==> config.mk <==
export PLATFORM = sky130hd
export DESIGN_NAME = mlbc_exp_cell
export DESIGN_NICKNAME = d
export VERILOG_FILES = /design/src/design/mlbc_pkg.sv /design/src/design/mlbc_exp_cell.sv
export SDC_FILE = /design/constraint.sdc
export NUM_CORES = 1
export LEC_CHECK = 0
export BUFFER_PORTS_ARGS = -buffer_cell sky130_fd_sc_hd__buf_2
export CAP_MARGIN = 20
export CORE_AREA = 2 2 368 370
export DETAILED_ROUTE_END_ITERATION = 10
export DIE_AREA = 0 0 370 372
export HOLD_SLACK_MARGIN = 0.02
export PLACE_DENSITY = 0.48
export SLEW_MARGIN = 40
export SYNTH_ARGS = -nofsm -noshare
export SYNTH_HDL_FRONTEND = slang
export SYNTH_SLANG_ARGS = --single-unit
==> constraint.sdc <==
create_clock -name clk -period 0.8 [get_ports clk]
set_input_delay 0.16 -clock clk [delete_from_list [all_inputs] [get_ports clk]]
set_output_delay 0.16 -clock clk [all_outputs]
set_load 0.01 [all_outputs]
==> src/design/mlbc_pkg.sv <==
// Shared types, register codes and constant tables of the mu-law bit crusher
`timescale 1ns / 1ps

package mlbc_pkg;

    localparam int MAX_SAMPLE_BITS = 32;
    localparam int CFG_INDEX_BITS  = 2;
    localparam int CFG_DATA_BITS   = 16;
    localparam int LOG_STEPS       = 32;
    localparam int EXP_STEPS       = 32;
    localparam int LEVEL_BITS      = 16;
    localparam int NORM_SPAN       = 9;

    localparam logic [CFG_INDEX_BITS-1:0] REG_MU         = 2'd0;
    localparam logic [CFG_INDEX_BITS-1:0] REG_CRUSH_BITS = 2'd1;
    localparam logic [CFG_INDEX_BITS-1:0] REG_BYPASS     = 2'd2;

    localparam logic [15:0] MU_RESET         = 16'd65280;
    localparam logic [15:0] MU_MIN           = 16'd256;
    localparam logic [3:0]  CRUSH_BITS_RESET = 4'd7;

    typedef struct packed {
        logic [31:0] raw;
        logic        neg;
        logic [3:0]  bits;
        logic [15:0] m;
        logic [47:0] u;
        logic [47:0] v;
        logic [31:0] zu;
        logic [31:0] zv;
        logic [35:0] lu;
        logic [35:0] lv;
        logic [52:0] rem;
        logic [35:0] dvs;
        logic [33:0] quo;
        logic [31:0] ef;
        logic [3:0]  ei;
        logic [32:0] acc;
    } item_t;

    // Q31 root 2^(2^-idx), each step a truncating integer square root
    function automatic logic [63:0] exp_root(input int idx);
        logic [63:0] r;
        logic [63:0] v;
        logic [63:0] res;
        logic [63:0] bt;
        int i;
        int j;
        r = 64'h0000_0001_0000_0000;
        for (i = 1; i <= EXP_STEPS; i++)
        begin
            if (i <= idx)
            begin
                v   = r << 31;
                res = '0;
                bt  = 64'h4000_0000_0000_0000;
                for (j = 0; j < 32; j++)
                begin
                    if (v >= res + bt)
                    begin
                        v   = v - (res + bt);
                        res = (res >> 1) + bt;
                    end
                    else
                    begin
                        res = res >> 1;
                    end
                    bt = bt >> 2;
                end
                r = res;
            end
        end
        return r;
    endfunction

endpackage

==> src/design/mlbc_exp_cell.sv <==
// One root factor of the 2^frac product chain
`timescale 1ns / 1ps

module mlbc_exp_cell
    import mlbc_pkg::*;
#(
    parameter int STEP = 1
)
(
    input  logic  clk,
    input  logic  rst_n,
    input  logic  adv,
    input  logic  in_valid,
    input  item_t in_item,
    output logic  out_valid,
    output item_t out_item
);

    localparam logic [31:0] ROOT = 32'(exp_root(STEP));
    localparam int          TAP  = EXP_STEPS - STEP;

    logic        valid_reg;
    item_t       item_reg;
    item_t       item_next;
    logic [64:0] prod;

    always_comb
    begin
        item_next = in_item;
        prod      = in_item.acc * ROOT;
        if (in_item.ef[TAP])
        begin
            item_next.acc = prod[63:31];
        end
    end

    always_ff @(posedge clk or negedge rst_n)
    begin
        if (!rst_n)
        begin
            valid_reg <= 1'b0;
        end
        else if (adv)
        begin
            valid_reg <= in_valid;
        end
    end

    always_ff @(posedge clk)
    begin
        if (adv)
        begin
            item_reg <= item_next;
        end
    end

    assign out_valid = valid_reg;
    assign out_item  = item_reg;

endmodule

==> metrics.txt <==
Async SR Flop Fraction=less than 1%; setup ws final=-5200 ps; arrival time worst endpoint=about 6400 ps; failing checks=setup timing; worst min path class=in2reg; Leakage=between 0.02 and 0.03 uW; R2R Setup Slk=roughly 60 ps; IO Count=959; max-slew violations=0; Hold Vio Cnt, Final=0; vias in the first global route=27855; total wire length=~190 mm; GP Congestion=approximately 1; Clock Pin Slew Worst Setup and Hold Paths=~60 ps; status=finished with violations; full die area=138000 um^2; synthesized net count=~3600; Hold Crit Start=in_item[28]; clk buf depth=3; sequential fraction of the synthesis area=43.8%; Startpoint Class=input port; Most used DFF post-synth=edfxtp_1; placed insts=about 5500; remaining antenna violation count=0; Worst path top cell family by delay=adder cells; Die Wd=roughly 370 um; CP Buf/Inv Count=6; worst r2r src=out_valid; Reg2Reg Depth=1; wire length on met3=between 20 and 30 mm; Worst EP required=1240 ps; Port Buffers=~960; worst-path maximum fanout=5; gr ovfl total=0; fmax=around 170 MHz; max_slew headroom=approximately three fifths; RSZ-0062 raised after global routing=yes; initial antenna violation count=32; most frequent CP cell=fa_1; first-pass GRT wire length=246 mm; DPL Wire Length=164 mm; root buf cell=clkbuf_16; Area after DPL=45000 um^2; Final setup viols=989; delay of the slowest cell on the worst path=540 ps; vias post-DR=around 27000; share of cells above drive strength 1=41.4%; DRC Markers=0; max cap viols=0; worst hold slack=between 60 and 70 ps; reg-to-reg endpoint=out_valid; Initial Util=between 20% and 30%; H-tree Lvls=2; final non-filler cell total=6160; mapped cell area=32700 um^2; Crit Path Class=in2reg; WL met1=81.8 mm; Post-synth EDFFs=477; post-route minimum period=6000 ps; worst-path cell chain=buf_12 > ha_4 > buf_4 > fa_2 > inv_1 > fa_2 > fa_1 > inv_1 > fa_1 > fa_1 > fa_1 > fa_1 > ha_4 > a21oi_4 > o211ai_1 > nand4_1 > a211oi_2 > buf_4 > buf_6 > nor4_4 > o31ai_4 > a21oi_2 > xnor2_1 > mux2_4; metal2 WL=78.8 mm; Power Dens Cells=6170 nW/um^2; Mean Syn Cell Area=14.0 um^2; Die Y=around 370 um; WHS Path Cells=3; Tcrit/Tclk final=750%; final setup skew=0 ps; Cell variety after synth=67; DR iter-0 viols=1972; final core occ=40.9%; VDD IR-drop max=0.00688 V; Hold Path End=out_item[28]; slowest CP cell=fa_1; total clock sinks=between 400 and 500; Synth Instances=around 2300; Avg WL per Cell=30.9 um; Worst-Margin Slew=591 ps; number of synthesized register bits=~480; Num CTS Buffers=61; CP Capture Type=flop; highest routed layer=met5; largest net degree at the start of global routing=27; Total Routing Usage GR=between 20% and 30%; nets=5613; Vias/cell=4.34; CTS tree=yes; post-route cell area=roughly 55000 um^2; Pre-Repair DR Iteration Count=5; area of the core=134000 um^2; area grow syn2layout=67.6%; # rows=135; Clock Latency Late Sink=650 ps; number of warnings issued by yosys=0
cells by family (layout without fill, tap and decap cells):
kind of cell             Yosys count  after routing  synth area share [%]
AO/OA/AOI/OAI                    222            222                  4.57
XOR/XNOR                          69             69                  1.85
adder cells (fa/ha/maj)          817            817                  39.8
buffers and inverters            547           2570                  6.33
flip-flops                       478            478                  43.8
multiplexers                      22             22                 0.734
other                              0             12                     0
AND/OR/NAND/NOR                  189            189                  2.85
layer usage:
layer / track usage (%) / up-vias
met4: 4.08 / 8
li1: - / 11855
met1: 35.6 / 13680
met5: 0 / -
met3: 14.8 / 161
met2: 38.7 / 1036
cells in the final DEF (no fill, tap or decap), drive strengths merged, types with 7 or more instances in the layout:
cell type and instances:
buf 1479, inv 530, edfxtp 477, dlygate4sd3 454
ha 441, fa 376, clkbuf 69, a21oi 68
nand2 59, o21ai 49, a21o 45, xor2 45
nor2 34, clkinv 29, nand4 24, xnor2 24
mux2 16, and2 15, nand3 15, nor3 15
diode 12, nand2b 11, a211oi 10, bufinv 7
per-stage QoR:
stage                     setup TNS, ps  total power (uW)  setup slack, ps
after floorplan                 -167240            164000            -5620
after global placement          -314140            248000            -6180
after detailed placement        -312810            249000            -6220
after CTS                       -707090            324000            -5110
after global routing            -703300            351000            -5310
final                           -683340            339000            -5200
cells in the mapped netlist, types with 4 or more instances:
cell type  count  area share, %
a211oi_1       4          0.092
a211oi_2       6           0.23
a21o_1        45            1.0
a21oi_1       64           0.98
a21oi_2        4           0.11
a31oi_1        4          0.076
and2_1        15           0.29
buf_4          4          0.092
clkbuf_1      17           0.19
edfxtp_1     477             44
fa_1         376             23
ha_1         441             17
inv_1        522            6.0
mux2_2        15           0.52
mux2i_1        6           0.18
nand2_1       59           0.68
nand2b_1      11           0.21
nand3_1       15           0.23
nand4_1       24           0.46
nor2_1        34           0.39
nor3_1        14           0.21
o211ai_1       6           0.14
o21ai_0       43           0.66
o21ai_1        5          0.076
o21bai_1       6           0.14
or3_1          4          0.076
xnor2_1       24           0.64
xor2_1        45            1.2
power by group:
group	internal [uW]	switching, uW	total [uW]
clock network	16400	12600	29100
logic	141000	135000	276000
registers	31900	1750	33700
total	189000	150000	339000
worst min-delay path, delay by kind of cell:
| kind | cells | cell delay [ps] |
|---|---|---|
| buf+inv | 2 | 330 |
| mux | 1 | 160 |
how the worst max path moves through the flow:
stage / from / to / slack [ps] / cells after the start
2_1_floorplan: in_item[26] / out_item[26] / -5620 / 24
3_5_place_dp: in_item[26] / out_item[26] / -6220 / 24
3_3_place_gp: in_item[26] / out_item[26] / -6180 / 24
6_report: in_item[21] / out_item[23] / -5200 / 24
5_1_grt: in_item[22] / out_item[26] / -5310 / 24
4_1_cts: in_item[22] / out_item[26] / -5110 / 24
cell type report:
type                       count  area [um^2]
fill                       12705        79400
multi-input combinational   1319        17800
timing repair buffer        1933        16400
sequential                   478        14300
tap                         1781         2230
inverter                     522         1960
clock buffer                  69         1560
clock inverter                46          509
antenna                       12         30.0
registers in the layout (all words and copies together), names as in the netlist:
register   cells
out_item     477
out_valid      1
what timing repair did:
action,in CTS,in global routing
hold buffers,453,2
buffers inserted,30,14
setup endpoints to repair,511,989
resized for setup,719,81
hold endpoints to repair,496,37
pin swaps,153,46
(Power assumes the default switching activity.)
