### src/design/mlbc_pkg.sv
// Shared types, register codes and constant tables of the mu-law bit crusher
`timescale 1ns / 1ps

package mlbc_pkg;

    localparam int MAX_SAMPLE_BITS = 32;
    localparam int CFG_INDEX_BITS  = 2;
    localparam int CFG_DATA_BITS   = 16;
    localparam int LOG_STEPS       = 32;
    localparam int EXP_STEPS       = 32;
    localparam int LEVEL_BITS      = 16;
    localparam int NORM_SPAN       = 9;

    localparam logic [CFG_INDEX_BITS-1:0] REG_MU         = 2'd0;
    localparam logic [CFG_INDEX_BITS-1:0] REG_CRUSH_BITS = 2'd1;
    localparam logic [CFG_INDEX_BITS-1:0] REG_BYPASS     = 2'd2;

    localparam logic [15:0] MU_RESET         = 16'd65280;
    localparam logic [15:0] MU_MIN           = 16'd256;
    localparam logic [3:0]  CRUSH_BITS_RESET = 4'd7;

    typedef struct packed {
        logic [31:0] raw;
        logic        neg;
        logic [3:0]  bits;
        logic [15:0] m;
        logic [47:0] u;
        logic [47:0] v;
        logic [31:0] zu;
        logic [31:0] zv;
        logic [35:0] lu;
        logic [35:0] lv;
        logic [52:0] rem;
        logic [35:0] dvs;
        logic [33:0] quo;
        logic [31:0] ef;
        logic [3:0]  ei;
        logic [32:0] acc;
    } item_t;

    // Q31 root 2^(2^-idx), each step a truncating integer square root
    function automatic logic [63:0] exp_root(input int idx);
        logic [63:0] r;
        logic [63:0] v;
        logic [63:0] res;
        logic [63:0] bt;
        int i;
        int j;
        r = 64'h0000_0001_0000_0000;
        for (i = 1; i <= EXP_STEPS; i++)
        begin
            if (i <= idx)
            begin
                v   = r << 31;
                res = '0;
                bt  = 64'h4000_0000_0000_0000;
                for (j = 0; j < 32; j++)
                begin
                    if (v >= res + bt)
                    begin
                        v   = v - (res + bt);
                        res = (res >> 1) + bt;
                    end
                    else
                    begin
                        res = res >> 1;
                    end
                    bt = bt >> 2;
                end
                r = res;
            end
        end
        return r;
    endfunction

endpackage

### src/design/mlbc_log_cell.sv
// One squaring step of the log2 mantissa chain, for both numerator and scale
`timescale 1ns / 1ps

module mlbc_log_cell
    import mlbc_pkg::*;
(
    input  logic  clk,
    input  logic  rst_n,
    input  logic  adv,
    input  logic  in_valid,
    input  item_t in_item,
    output logic  out_valid,
    output item_t out_item
);

    logic        valid_reg;
    item_t       item_reg;
    item_t       item_next;
    logic [63:0] sq_u;
    logic [63:0] sq_v;
    logic [32:0] t_u;
    logic [32:0] t_v;

    always_comb
    begin
        item_next = in_item;
        sq_u      = in_item.zu * in_item.zu;
        sq_v      = in_item.zv * in_item.zv;
        t_u       = sq_u[63:31];
        t_v       = sq_v[63:31];
        item_next.zu = t_u[32] ? t_u[32:1] : t_u[31:0];
        item_next.zv = t_v[32] ? t_v[32:1] : t_v[31:0];
        item_next.lu[31:0] = {in_item.lu[30:0], t_u[32]};
        item_next.lv[31:0] = {in_item.lv[30:0], t_v[32]};
    end

    always_ff @(posedge clk or negedge rst_n)
    begin
        if (!rst_n)
        begin
            valid_reg <= 1'b0;
        end
        else if (adv)
        begin
            valid_reg <= in_valid;
        end
    end

    always_ff @(posedge clk)
    begin
        if (adv)
        begin
            item_reg <= item_next;
        end
    end

    assign out_valid = valid_reg;
    assign out_item  = item_reg;

endmodule

### config.mk
export PLATFORM = sky130hd
export DESIGN_NAME = mlbc_log_cell
export DESIGN_NICKNAME = d
export VERILOG_FILES = /design/src/design/mlbc_pkg.sv /design/src/design/mlbc_log_cell.sv
export SDC_FILE = /design/constraint.sdc
export NUM_CORES = 2
export LEC_CHECK = 0
export BUFFER_PORTS_ARGS = -buffer_cell sky130_fd_sc_hd__buf_2
export CELL_PAD_IN_SITES_DETAIL_PLACEMENT = 1
export CELL_PAD_IN_SITES_GLOBAL_PLACEMENT = 1
export CORE_MARGIN = 2
export CORE_UTILIZATION = 25
export CTS_BUF_LIST = sky130_fd_sc_hd__clkbuf_4
export DETAILED_ROUTE_END_ITERATION = 12
export PLACE_DENSITY_LB_ADDON = 0.1
export SLEW_MARGIN = 20
export SYNTH_ARGS = -nofsm -noshare
export SYNTH_HDL_FRONTEND = slang
export SYNTH_SLANG_ARGS = --single-unit
### constraint.sdc
create_clock -name clk -period 2.1 [get_ports clk]
set_input_delay 0.105 -clock clk [delete_from_list [all_inputs] [get_ports clk]]
set_output_delay 0.105 -clock clk [all_outputs]
set_load 0.02 [all_outputs]
==> results_dict.tcl <==
set metrics [dict create \
    cp.arrival_ns 7.62 \
    synth_cell_types 79 \
    drt_iter0_markers 1935 \
    dp_hpwl_um 242000 \
    avgSynthCellArea_um2 10.8 \
    synth_seq_cells 478 \
    die_area_mm2 0.297 \
    yosysWarnings 0 \
    die_h_um 545 \
    grtUsageMet3 0.0224 \
    min_period_ns 6.83 \
    cts-root-buf "clkbuf_4" \
    max_cap_violations 0 \
    initial_core_util 0.251 \
    wl_um 294000 \
    maxSlewViolCount 0 \
    crit_type "in -> reg" \
    critPathBufInv 9 \
    grt_pass1_wl_um 444000 \
    synth_top_flop_cell "edfxtp_1" \
    status "finished with violations" \
    clock_path_buffers 4 \
    syn_area_mm2 0.0733 \
    worst_slew_pin_slew_ns 0.593 \
    violations "negative setup slack" \
    hp-class "in -> reg" \
    insertion_delay_ns 1.21 \
    setup_violations 67 \
    vias 57785 \
    routed_via_density 4.15 \
    portBuffers 956 \
    timing.slew.headroom 0.602 \
    fin_tns_setup_ns -305.76 \
    clock-sinks 478 \
    rows 198 \
    yosys-top-cells-area "fa_1 (43%), edfxtp_1 (20%), ha_1 (10%)" \
    synth-edff-count 477 \
    area_growth_pct 46.0 \
    cts_made_buffers 146 \
    busiest_layer "met2" \
    grt_antenna_before_repair 38 \
    synth_nets 9443 \
    crit_path_end_kind "register" \
    die_x_um 545 \
    grt_max_degree 68 \
    fin_nets 12555 \
    postRouteAntennaNets 0 \
    yosysTopAreaCellShare 0.432 \
    grt_util_met2 0.367 \
    clk_pin_slew_ns 0.07 \
    layout-drive-gt1-share 0.303 \
    core_area_mm2 0.291 \
    fin_ws_ns -4.73 \
    post-route-period-util 3.25 \
    drtPass1Iterations 5 \
    cp_slowest_cell "fa_1" \
    grtUsageMet1 0.246 \
    postSynthCellCount 6782 \
    yosysTopAreaCell "fa_1" \
    finalHoldViolations 0 \
    fmax_mhz 147 \
    path_max_fanout 6 \
    crit_top_cell "fa_1" \
    async_flop_share 0.00209 \
    grt_use_total 0.199 \
    fill_cells 32798 \
    cts_tree "done" \
    rsz0062_at_grt "yes" \
    wl_per_cell_um 21.1 \
    critical_path_required_ns 2.89 \
    h-tree-depth 4 \
    gp_congestion 0.864 \
    grt_overflow 0 \
    crit_family "adder cells" \
    yosysSeqAreaShare 0.196 \
    startpoint_type "input port" \
    ios 959 \
    skew_ns 0 \
    drc 0 \
    grt_pass1_vias 68867 \
    slowest_delay_ns 0.61 \
    fin_util 0.367 \
]
[synth_stat cells (5+ instances only)]
master,count
o21ai_0,56
mux2_2,15
nand2_1,563
a31oi_1,22
a21oi_1,122
o21a_1,6
and2_1,461
mux2i_1,21
o2111ai_1,5
a41o_1,8
and4_1,9
o21bai_1,18
ha_1,598
a211oi_1,8
buf_1,5
nand3_1,30
mux2_4,13
xnor2_1,75
nor2_1,103
a41oi_1,8
o21ai_1,5
a21o_1,73
nor3_1,16
o211ai_1,13
inv_1,1954
or3_1,5
a31o_2,24
buf_2,5
or2_2,12
nand2b_1,7
edfxtp_1,477
nor2b_1,26
fa_1,1582
and3_1,20
mux2_1,15
nand4_1,27
clkbuf_1,219
xor2_1,86
[worst paths after layout]
check	slack, ns	to	cells after the start	from
worst max-delay path	-4.73	out_item[297]	29	in_item[309]
worst min-delay path	0.15	out_item[368]	3	in_item[368]
worst max register to register	0.78	out_valid	2	out_valid
worst min register to register	1.09	out_valid	2	out_valid
max in group asynchronous	1.69	out_valid	4	rst_n
min in group asynchronous	0.31	out_valid	4	rst_n
[flip-flops by register name, indices dropped and copies added (netlist names)]
signal     flops
out_valid      1
out_item     477
[cell usage in the layout (no fill, tap or decap), drive strengths merged, types with 26 or more instances in the layout]
master / instances
ha: 598
inv: 1951
o21ai: 61
nand4: 27
clkbuf: 222
dlygate4sd3: 862
nand3: 30
a21oi: 123
fa: 1582
nor2b: 26
and2: 461
mux2: 43
nor2: 104
nand2: 563
buf: 2327
a21o: 73
xnor2: 76
xor2: 86
edfxtp: 477
[layer usage]
| layer | vias to the layer above | routed length (µm) |
|---|---|---|
| li1 | 26540 | - |
| met1 | 30063 | 123000 |
| met2 | 907 | 155000 |
| met3 | 261 | 8420 |
| met4 | 14 | 7010 |
| met5 | - | 102 |
[stage by stage]
step | setup slack [ns] | std cells | area (µm²) | hold slack (ns)
4_1_cts | -4.63 | 13869 | 106000 | 0.000815
2_1_floorplan | -5.25 | 6782 | 74600 | -0.191
3_3_place_gp | -6.54 | 12680 | 93100 | -0.119
5_1_grt | -4.84 | 13899 | 107000 | 0.0717
3_5_place_dp | -6.47 | 12680 | 93100 | -0.119
6_report | -4.73 | 13910 | 107000 | 0.150
[kinds of logic (layout without fill, tap and decap cells)]
family          count (synthesis)  after routing  share of synthesized area
other cells                     0             18                          0
mux                            65             65                     0.0105
compound gates                415            415                     0.0391
fa+ha+maj                    2180           2180                      0.534
simple gates                 1292           1292                     0.0878
buf+inv                      2190           5400                      0.113
xor+xnor                      162            162                     0.0196
flops                         478            478                      0.196
[final cells by class]
type / instances / area [µm²] / area share
Sequential cell: 478 / 14300 / 0.134
Inverter: 1955 / 7360 / 0.0688
Tap cell: 3900 / 4880 / 0.0456
Clock buffer: 213 / 1600 / 0.0149
Antenna cell: 18 / 45.0 / 0.000421
Multi-Input combinational cell: 4114 / 52500 / 0.491
Clock inverter: 33 / 255 / 0.00239
Timing Repair Buffer: 3199 / 25900 / 0.242
[worst reg2reg max path, stage by stage, from the launching register on]
cell and delay [ns]:
dfrtp_1 0.38, mux2_2 0.26, dlygate4sd3_1 0.56
[repair_timing]
action,4_1_cts,5_1_grt
pin swaps,171,117
hold endpoints to repair,890,0
endpoints found under the setup margin,83,76
buffers inserted,75,18
hold buffers,863,0
resized for setup,394,170
gates cloned,9,8
Power is left out: the tool's default activity adds up to more than one toggle a clock period on the data nets, which glitch-free logic cannot reach.
