$ cat src/design/mlbc_pkg.sv
// Shared types, register codes and constant tables of the mu-law bit crusher
`timescale 1ns / 1ps

package mlbc_pkg;

    localparam int MAX_SAMPLE_BITS = 32;
    localparam int CFG_INDEX_BITS  = 2;
    localparam int CFG_DATA_BITS   = 16;
    localparam int LOG_STEPS       = 32;
    localparam int EXP_STEPS       = 32;
    localparam int LEVEL_BITS      = 16;
    localparam int NORM_SPAN       = 9;

    localparam logic [CFG_INDEX_BITS-1:0] REG_MU         = 2'd0;
    localparam logic [CFG_INDEX_BITS-1:0] REG_CRUSH_BITS = 2'd1;
    localparam logic [CFG_INDEX_BITS-1:0] REG_BYPASS     = 2'd2;

    localparam logic [15:0] MU_RESET         = 16'd65280;
    localparam logic [15:0] MU_MIN           = 16'd256;
    localparam logic [3:0]  CRUSH_BITS_RESET = 4'd7;

    typedef struct packed {
        logic [31:0] raw;
        logic        neg;
        logic [3:0]  bits;
        logic [15:0] m;
        logic [47:0] u;
        logic [47:0] v;
        logic [31:0] zu;
        logic [31:0] zv;
        logic [35:0] lu;
        logic [35:0] lv;
        logic [52:0] rem;
        logic [35:0] dvs;
        logic [33:0] quo;
        logic [31:0] ef;
        logic [3:0]  ei;
        logic [32:0] acc;
    } item_t;

    // Q31 root 2^(2^-idx), each step a truncating integer square root
    function automatic logic [63:0] exp_root(input int idx);
        logic [63:0] r;
        logic [63:0] v;
        logic [63:0] res;
        logic [63:0] bt;
        int i;
        int j;
        r = 64'h0000_0001_0000_0000;
        for (i = 1; i <= EXP_STEPS; i++)
        begin
            if (i <= idx)
            begin
                v   = r << 31;
                res = '0;
                bt  = 64'h4000_0000_0000_0000;
                for (j = 0; j < 32; j++)
                begin
                    if (v >= res + bt)
                    begin
                        v   = v - (res + bt);
                        res = (res >> 1) + bt;
                    end
                    else
                    begin
                        res = res >> 1;
                    end
                    bt = bt >> 2;
                end
                r = res;
            end
        end
        return r;
    endfunction

endpackage

$ cat src/design/mlbc_div_cell.sv
// One restoring quotient bit of a long division
`timescale 1ns / 1ps

module mlbc_div_cell
    import mlbc_pkg::*;
#(
    parameter int QBIT = 0
)
(
    input  logic  clk,
    input  logic  rst_n,
    input  logic  adv,
    input  logic  in_valid,
    input  item_t in_item,
    output logic  out_valid,
    output item_t out_item
);

    logic        valid_reg;
    item_t       item_reg;
    item_t       item_next;
    logic [69:0] dvs_shift;
    logic [69:0] rem_wide;

    always_comb
    begin
        item_next = in_item;
        dvs_shift = {34'b0, in_item.dvs} << QBIT;
        rem_wide  = {17'b0, in_item.rem};
        if (rem_wide >= dvs_shift)
        begin
            item_next.rem       = in_item.rem - dvs_shift[52:0];
            item_next.quo[QBIT] = 1'b1;
        end
    end

    always_ff @(posedge clk or negedge rst_n)
    begin
        if (!rst_n)
        begin
            valid_reg <= 1'b0;
        end
        else if (adv)
        begin
            valid_reg <= in_valid;
        end
    end

    always_ff @(posedge clk)
    begin
        if (adv)
        begin
            item_reg <= item_next;
        end
    end

    assign out_valid = valid_reg;
    assign out_item  = item_reg;

endmodule

$ cat config.mk
export PLATFORM = sky130hd
export DESIGN_NAME = mlbc_div_cell
export DESIGN_NICKNAME = d
export VERILOG_FILES = /design/src/design/mlbc_pkg.sv /design/src/design/mlbc_div_cell.sv
export SDC_FILE = /design/constraint.sdc
export NUM_CORES = 1
export LEC_CHECK = 0
export BUFFER_PORTS_ARGS = -buffer_cell sky130_fd_sc_hd__buf_2
export CAP_MARGIN = 20
export CORE_AREA = 2 2 374 376
export CTS_BUF_LIST = sky130_fd_sc_hd__clkbuf_4 sky130_fd_sc_hd__clkbuf_8
export CTS_CLUSTER_SIZE = 16
export DETAILED_ROUTE_END_ITERATION = 10
export DIE_AREA = 0 0 376 378
export PLACE_DENSITY = 0.31
export RECOVER_POWER = 25
export SLEW_MARGIN = 20
export SYNTH_ARGS = -nofsm -noshare
export SYNTH_HDL_FRONTEND = slang
export SYNTH_SLANG_ARGS = --single-unit
$ cat constraint.sdc
create_clock -name clk -period 0.8 [get_ports clk]
set_clock_uncertainty 0.2 [all_clocks]
set_input_delay 0.04 -clock clk [delete_from_list [all_inputs] [get_ports clk]]
set_output_delay 0.04 -clock clk [all_outputs]
set_load 0.005 [all_outputs]
==> flow_summary.toml, run 1 <==
[run_status]
status = "finished, violations left"
failed_checks = "hold timing, setup timing"

[critical_path]
start_kind = "input port"
crit_slowest_cell = "or4_4"
required_ns = 1.11
path_cells = "buf_8 > inv_6 > ha_4 > nand4_4 > or3_4 > or4_4 > o21ai_4 > inv_2 > nand2_4 > or2_4 > buf_12 > mux2_4"
crit_type = "input port to flop"
endpoint_kind = "flop"
cp.arrival_ns = 2.37
max_stage_delay_ns = 0.51
crit_fanout = 6

[job]
drv_cap = 0

[clock_network]
clockBufferDepth = 3
cts_sinks = 478
clock_latency_ns = 0.81
cts.clk_slew.worst_paths_ns = 0.06
cts_root_buf = "clkbuf_8"
htreeDepth = 3
numCtsBuffers = 95
cts_tree = "yes"

[min_path]
hold_class = "input port to flop"

[route]
post_drt_wl_per_cell_um = 21.5
drt-initial-drc-count = 648
first_pass_iters = 5
routed_wl_um = 100000
vias_per_cell = 3.46
drc_errors = 0
ant_nets = 0
vias = 16100

[power]
p_per_area_nw_per_um2 = 1970
peakVddDrop_mv = 0.976
p_leak_uw = 0.0149

[logic_synthesis]
yosys-top-cells-area = "edfxtp_1 (81%), ha_1 (2.5%), a21oi_2 (1.2%)"
synthArstFlopShare_pct = 0.209
synth.avg_cell_area_um2 = 17.9
ys_seq_area_share_pct = 81.0
ys.warnings.count = 0
ys_top_cells_by_count = "edfxtp_1 (477), nor2_1 (54), nand2_1 (46), inv_1 (43), a21oi_1 (41)"
synth_edf_count = 477
synth_most_common_cell = "edfxtp_1"
netlist_area_um2 = 17700
synth_nets = 1506
ys_seq_elements = 478
synth_cells = 988
yosys.area.top_type_share_pct = 80.9
ys.flop_type = "edfxtp_1"
ys_types = 67
synth_top_area_cell = "edfxtp_1"

[placed_design]
port_buffers = 958
dpl.hpwl_um = 80600
placed_cells_incl_taps = 3998
routabilityCongestion = 0.823
dpl_cell_area_um2 = 27200

[timing]
relSlewSlack_pct = 34.0
final-setup-viol-count = 859
final.period_utilization_pct = 257
rsz0062_at_grt = "yes"
worst_pin_slew_ns = 0.990
hold_violations = 532
timing.fmax_mhz = 486
finalMaxSlewViolations = 0
fin_ws_ns = -1.26
fin_tns_setup_ns = -489.14
min_period_ns = 2.06
holdWs_ns = -0.763

[global_routing]
grt.overflow.total = 0
grtUsageMet1_pct = 14.8
grt_pass1_vias = 18000
antenna_found_initial = 31
use_met3_pct = 5.16
grt_util_met2_pct = 22.9
grt_max_degree = 40
grt_pass1_wl_um = 135000
track_usage_pct = 13.5
grt.busiest_layer = "met2"

[floorplanning]
initial_core_util_pct = 12.8
die_y_um = 378
core_area_um2 = 139000
fp.dieW_um = 376
ios = 959
num_rows = 137
die_area_um2 = 142000

[cells_and_area]
layout.cells.non_filler = 4672
drive_gt1_share_pct = 55.7
syn_to_final_growth_pct = 101
fin_nets = 3289
final_cell_area_um2 = 35700
utilization_pct = 25.8
-- worst paths after layout --
kind	startpoint	endpoint	slack (ns)	cells after the start
worst max-delay path	in_item[133]	out_item[164]	-1.26	12
worst min-delay path	in_item[105]	out_item[105]	-0.76	1
worst max register to register	out_valid	out_valid	-0.17	1
worst min register to register	out_valid	out_valid	0.36	1
max in group asynchronous	rst_n	out_valid	0.40	3
min in group asynchronous	rst_n	out_valid	-0.11	3
-- flip-flops by register name (all words and copies together), names as in the netlist --
register,cells
out_item,477
out_valid,1
-- stage by stage --
step	power (uW)	setup slack (ns)
after floorplan	33600	-1.84
after global placement	41500	-2.31
after detailed placement	41400	-2.35
after CTS	72200	-1.16
after global routing	73800	-1.27
final	70400	-1.26
-- worst max-delay path, delay by kind of cell --
kind,cells,cell delay (ns)
AND/OR/NAND/NOR,5,1.26
AO/OA/AOI/OAI,1,0.15
buffers and inverters,4,0.34
adder cells (fa/ha/maj),1,0.26
multiplexers,1,0.31
-- power by group --
part	internal [uW]	leakage, uW	total [uW]	switching [uW]
sequential	30100	0.00468	30900	803
clock	14500	0.00101	26400	11900
combinational	6980	0.00925	13100	6130
-- layer usage --
metal  part of all wire [%]  routed length, um
met1                     38              37700
met2                     49              48900
met3                    8.9               8990
met4                    4.8               4820
met5                  0.081                 81
-- placed cells by master, fill, tap and decap left out, types with 23 or more instances in the layout --
cell type and instances:
buf_4 249, dlymetal6s4s_1 23, nand2_1 40, a21oi_1 26, nor2_4 27, clkbuf_4 31, a21oi_2 36, ha_4 32
diode_2 23, inv_1 23, edfxtp_1 477, buf_6 124, buf_2 822, clkinv_1 24, xnor2_1 24, nor2_1 24
clkbuf_8 95, dlygate4sd3_1 435
-- layout make-up --
cell class / count / area, um^2
Clock inverter: 44 / 415
Sequential cell: 478 / 14300
Antenna cell: 23 / 57.6
Timing Repair Buffer: 1703 / 12700
Clock buffer: 124 / 1530
Tap cell: 1807 / 2260
Multi-Input combinational cell: 449 / 4190
Fill cell: 14700 / 103000
Inverter: 44 / 193
-- logic make-up (layout without fill, tap and decap cells) --
| kind of cell | count (synthesis) | after routing | synth area share, % |
|---|---|---|---|
| AOI/OAI and AO/OA | 173 | 173 | 6.65 |
| xor gates and xnor gates | 49 | 49 | 2.42 |
| adders and majority gates | 37 | 37 | 2.66 |
| buffers and inverters | 61 | 1915 | 1.56 |
| DFF | 478 | 478 | 81.0 |
| muxes | 2 | 2 | 0.127 |
| other | 0 | 23 | 0 |
| and+or+nand+nor | 188 | 188 | 5.58 |
-- timing repair --
action	4_1_cts	5_1_grt
pin swaps	44	44
endpoints found under the setup margin	533	692
gates resized for setup	340	121
setup buffers	10	14
gates cloned	3	1
endpoints found under the hold margin	956	952
hold buffers	583	6
(Power assumes the default switching activity.)
==> inputs of run 2 (changes only) <==
==> constraint.sdc (replaced) <==
create_clock -name clk -period 0.8 [get_ports clk]
set_clock_uncertainty 0.2 [all_clocks]
set_input_delay 0.04 -clock clk [delete_from_list [all_inputs] [get_ports clk]]
set_output_delay 0.04 -clock clk [all_outputs]
set_load 0.02 [all_outputs]
==> flow_summary.toml, run 2 (synthesis results as in run 1) <==
[route]
post_drt_wl_per_cell_um = 21.6
vias_per_cell = 3.49
routed_wl_um = 103000
ant_nets = 0
vias = 16600
first_pass_iters = 5
drc_errors = 0
drt-initial-drc-count = 680

[global_routing]
track_usage_pct = 13.7
grt.overflow.total = 0
antenna_found_initial = 24
grt_max_degree = 44
grt_pass1_vias = 18100
grt_pass1_wl_um = 137000

[timing]
holdWs_ns = -0.764
finalMaxSlewViolations = 0
fin_ws_ns = -1.26
min_period_ns = 2.06
hold_violations = 355
relSlewSlack_pct = 43.8
timing.fmax_mhz = 487
rsz0062_at_grt = "yes"
final.period_utilization_pct = 257
final-setup-viol-count = 954
worst_pin_slew_ns = 0.843

[placed_design]
routabilityCongestion = 0.822
dpl.hpwl_um = 81100
dpl_cell_area_um2 = 27300
port_buffers = 958

[min_path]
hold_class = "input port to flop"
worstHoldPathCells = 1
worstHoldEndpoint = "out_item[133]"
hold_path_startpoint = "in_item[133]"

[floorplanning]
die_area_um2 = 142000
core_area_um2 = 139000
die_y_um = 378
num_rows = 137
ios = 959
fp.dieW_um = 376
initial_core_util_pct = 12.8

[critical_path]
endpoint_kind = "flop"
crit_type = "input port to flop"
crit_fanout = 6
timing.rr.end = "out_valid"
required_ns = 1.10
reg2reg_slack_ns = -0.20
r2r_start = "out_valid"
worstRegToRegCells = 1
cp.arrival_ns = 2.36
start_kind = "input port"

[power]
p_per_area_nw_per_um2 = 1880
p_leak_uw = 0.0159
peakVddDrop_mv = 0.940
finalPower_uw = 72900

[cells_and_area]
syn_to_final_growth_pct = 119
largest_reg_flops = 477
utilization_pct = 28.0
final_cell_area_um2 = 38700
fin_nets = 3399
drive_gt1_share_pct = 54.5
final_common_cell = "dlygate4sd3_1"
final_cell_mix = "dlygate4sd3_1 (563), buf_2 (534), edfxtp_1 (477)"

[run_status]
failed_checks = "hold timing, setup timing"
status = "finished, violations left"

[clock_network]
htreeDepth = 3
cts.clk_slew.worst_paths_ns = 0.06
clockBufferDepth = 3
cts_tree = "yes"
numCtsBuffers = 92
clock_latency_ns = 0.77
cts_root_buf = "clkbuf_8"
cts_sinks = 478

[job]
drv_cap = 0
run 2: layer usage:
| layer | vias up | global-route usage (%) | part of all wire, % |
|---|---|---|---|
| met5 | - | 0 | 0.079 |
| met4 | 12 | 5.09 | 3.9 |
| met3 | 167 | 5.34 | 8.2 |
| met2 | 633 | 24.3 | 51 |
| met1 | 8201 | 14.6 | 37 |
| li1 | 7633 | - | - |
run 2: power breakdown:
group	switching, uW	internal (uW)	leakage [uW]
logic	8580	8960	0.0103
registers	1170	30100	0.00468
clock network	11700	12400	0.000897
run 2: critical path, cell delays in order:
cell and delay, ns:
buf_4 0.12, inv_4 0.04, ha_4 0.28, nand2_4 0.05, or3_4 0.40, or4_4 0.51
o21ai_4 0.16, inv_2 0.06, nand2_4 0.08, nor2_4 0.05, buf_6 0.15, buf_6 0.12
nor4_4 0.20, xnor2_1 0.09
run 2: worst max path at each step:
| stage | to | slack [ns] | cells past startpoint | startpoint |
|---|---|---|---|---|
| floorplan | out_item[164] | -1.84 | 12 | in_item[135] |
| global placement | out_item[189] | -2.32 | 13 | in_item[116] |
| CTS | out_item[181] | -1.20 | 14 | in_item[136] |
| detailed placement | out_item[189] | -2.39 | 13 | in_item[116] |
| global route | out_item[150] | -1.22 | 14 | in_item[116] |
| finish | out_item[181] | -1.26 | 14 | in_item[129] |
run 2: what timing repair did:
action,in CTS,in global routing
endpoints found under the hold margin,956,753
setup buffers,19,19
setup endpoints to repair,533,724
gates resized for setup,716,368
cloned,5,2
pin swaps,58,38
hold buffers,560,5
run 2: stage by stage:
step                      setup slack, ns  std cells  setup TNS (ns)  hold WS, ns
after global routing                -1.22       4754         -545.82       -0.883
after floorplan                     -1.84        988          -92.79       -0.456
after global placement              -2.32       3992         -272.14       -0.382
after detailed placement            -2.39       3992         -274.92       -0.381
after CTS                           -1.20       4727         -481.95       -0.915
final                               -1.26       4763         -499.45       -0.764
run 2: cell type report:
type / instances / area [um^2]
Tap cell: 1807 / 2260
Inverter: 44 / 203
Antenna cell: 17 / 42.5
Sequential cell: 478 / 14400
Clock buffer: 113 / 1430
Clock inverter: 39 / 285
Fill cell: 14400 / 99800
Timing Repair Buffer: 1816 / 15900
Multi-Input combinational cell: 449 / 4310
==> inputs of run 3 (changes only) <==
--- a/config.mk
+++ b/config.mk
@@ -7,12 +7,12 @@
 export LEC_CHECK = 0
 export BUFFER_PORTS_ARGS = -buffer_cell sky130_fd_sc_hd__buf_2
 export CAP_MARGIN = 20
-export CORE_AREA = 2 2 374 376
+export CORE_AREA = 8 8 370 372
 export CTS_BUF_LIST = sky130_fd_sc_hd__clkbuf_4 sky130_fd_sc_hd__clkbuf_8
 export CTS_CLUSTER_SIZE = 16
 export DETAILED_ROUTE_END_ITERATION = 10
-export DIE_AREA = 0 0 376 378
-export PLACE_DENSITY = 0.31
+export DIE_AREA = 0 0 378 380
+export PLACE_DENSITY = 0.32
 export RECOVER_POWER = 25
 export SLEW_MARGIN = 20
 export SYNTH_ARGS = -nofsm -noshare
==> flow_summary.toml, run 3 (synthesis results as in run 1) <==
[run_status]
status = "finished, violations left"
failed_checks = "hold timing, setup timing"

[cells_and_area]
final_cell_area_um2 = 37800
final_common_cell = "buf_2"
largest_reg_flops = 477
fin_nets = 3294
final_cell_mix = "buf_2 (484), edfxtp_1 (477), buf_6 (462)"
drive_gt1_share_pct = 55.7
fillers = 13500
layout.cells.non_filler = 4618
syn_to_final_growth_pct = 113

[route]
top_layer_used = "met5"
first_pass_iters = 5
met1Wirelength_um = 39400
routed_wl_um = 105000
vias = 16300
post_drt_wl_per_cell_um = 22.8
vias_per_cell = 3.52
ant_nets = 0
route.met3.wl_um = 8940
drt-initial-drc-count = 685
drc_errors = 0
route.met2.wl_um = 53500

[timing]
worst_pin_slew_ns = 0.817
rsz0062_at_grt = "yes"
fin_tns_setup_ns = -415.85
final-setup-viol-count = 540
finalMaxSlewViolations = 0
final.period_utilization_pct = 276
hold_violations = 932
timing.fmax_mhz = 454
holdWs_ns = -0.740
min_period_ns = 2.20
relSlewSlack_pct = 45.0
fin_ws_ns = -1.40

[power]
p_leak_uw = 0.0157
p_per_area_nw_per_um2 = 1950
peakVddDrop_mv = 1.36

[clock_network]
clockBufferDepth = 3
cts_root_buf = "clkbuf_8"
htreeDepth = 3
cts_sinks = 478
numCtsBuffers = 90
clock_latency_ns = 0.73
cts.clk_slew.worst_paths_ns = 0.06
cts_tree = "yes"

[global_routing]
grt_max_degree = 40
grt.overflow.total = 0
track_usage_pct = 14.0
grt_pass1_vias = 18600
antenna_found_initial = 19
grt_pass1_wl_um = 144000

[floorplanning]
die_area_um2 = 144000
core_area_um2 = 131000
fp.dieW_um = 378
num_rows = 133
die_y_um = 380
ios = 959
initial_core_util_pct = 13.5

[critical_path]
max_stage_delay_ns = 0.36
path_cells = "buf_12 > inv_6 > ha_4 > nor2b_4 > o2111ai_4 > a31oi_4 > o311a_4 > o2111ai_4 > a21boi_4 > or2_4 > buf_12 > mux2_4"
start_kind = "input port"
crit_fanout = 4
crit_slowest_cell = "o311a_4"
critPathTopFamily = "compound AO/OA/AOI/OAI gates"
reg2reg_slack_ns = -0.18
crit_type = "input port to flop"
cp_num_buf_inv = 3
endpoint_kind = "flop"
required_ns = 1.09
cp.arrival_ns = 2.49

[placed_design]
placed_cells_incl_taps = 3946
dpl_cell_area_um2 = 27200
dpl.hpwl_um = 83800
port_buffers = 958
routabilityCongestion = 0.864

[min_path]
hold_class = "input port to flop"

[job]
drv_cap = 0
## run 3: stage by stage
| step | total power (uW) | setup slack (ns) | util [%] |
|---|---|---|---|
| final | 73700 | -1.40 | 28.9 |
| after global routing | 77100 | -1.36 | 28.9 |
| after CTS | 75100 | -1.33 | 28.7 |
| after detailed placement | 43900 | -2.88 | 20.8 |
| after global placement | 44000 | -2.91 | 20.8 |
| after floorplan | 36100 | -1.84 | - |
## run 3: report_power, final
part	switching (uW)	leakage (uW)	internal [uW]
combinational	8450	0.0100	8770
sequential	1190	0.00468	30100
clock	11900	0.000970	13300
## run 3: worst paths after layout
path | from | to | cells past startpoint
setup / recovery | in_item[104] | out_item[164] | 12
hold reg to reg | out_valid | out_valid | 1
min in group asynchronous | rst_n | out_valid | 3
max in group asynchronous | rst_n | out_valid | 3
hold / removal | in_item[105] | out_item[105] | 1
setup reg to reg | out_valid | out_valid | 1
## run 3: what timing repair did
action | 4_1_cts | 5_1_grt
buffers inserted | 23 | 15
hold endpoints to repair | 956 | 945
pin swaps | 60 | 59
hold buffers | 535 | 3
endpoints found under the setup margin | 533 | 633
cloned | 4 | 2
resized for setup | 867 | 249
## run 3: routing by layer
| metal | GRT usage (%) | vias up |
|---|---|---|
| met1 | 15.4 | 8017 |
| met3 | 5.16 | 154 |
| li1 | - | 7415 |
| met5 | 0 | - |
| met4 | 4.05 | 20 |
| met2 | 25.1 | 651 |
## run 3: area by class of cell
class / instances / area (um^2) / area share [%]
Multi-Input combinational cell: 450 / 4120 / 10.9
Antenna cell: 13 / 32.5 / 0.0860
Clock buffer: 109 / 1380 / 3.65
Inverter: 44 / 193 / 0.510
Sequential cell: 478 / 14400 / 37.9
Timing Repair Buffer: 1712 / 15100 / 39.9
Clock inverter: 57 / 463 / 1.22
Tap cell: 1755 / 2200 / 5.81
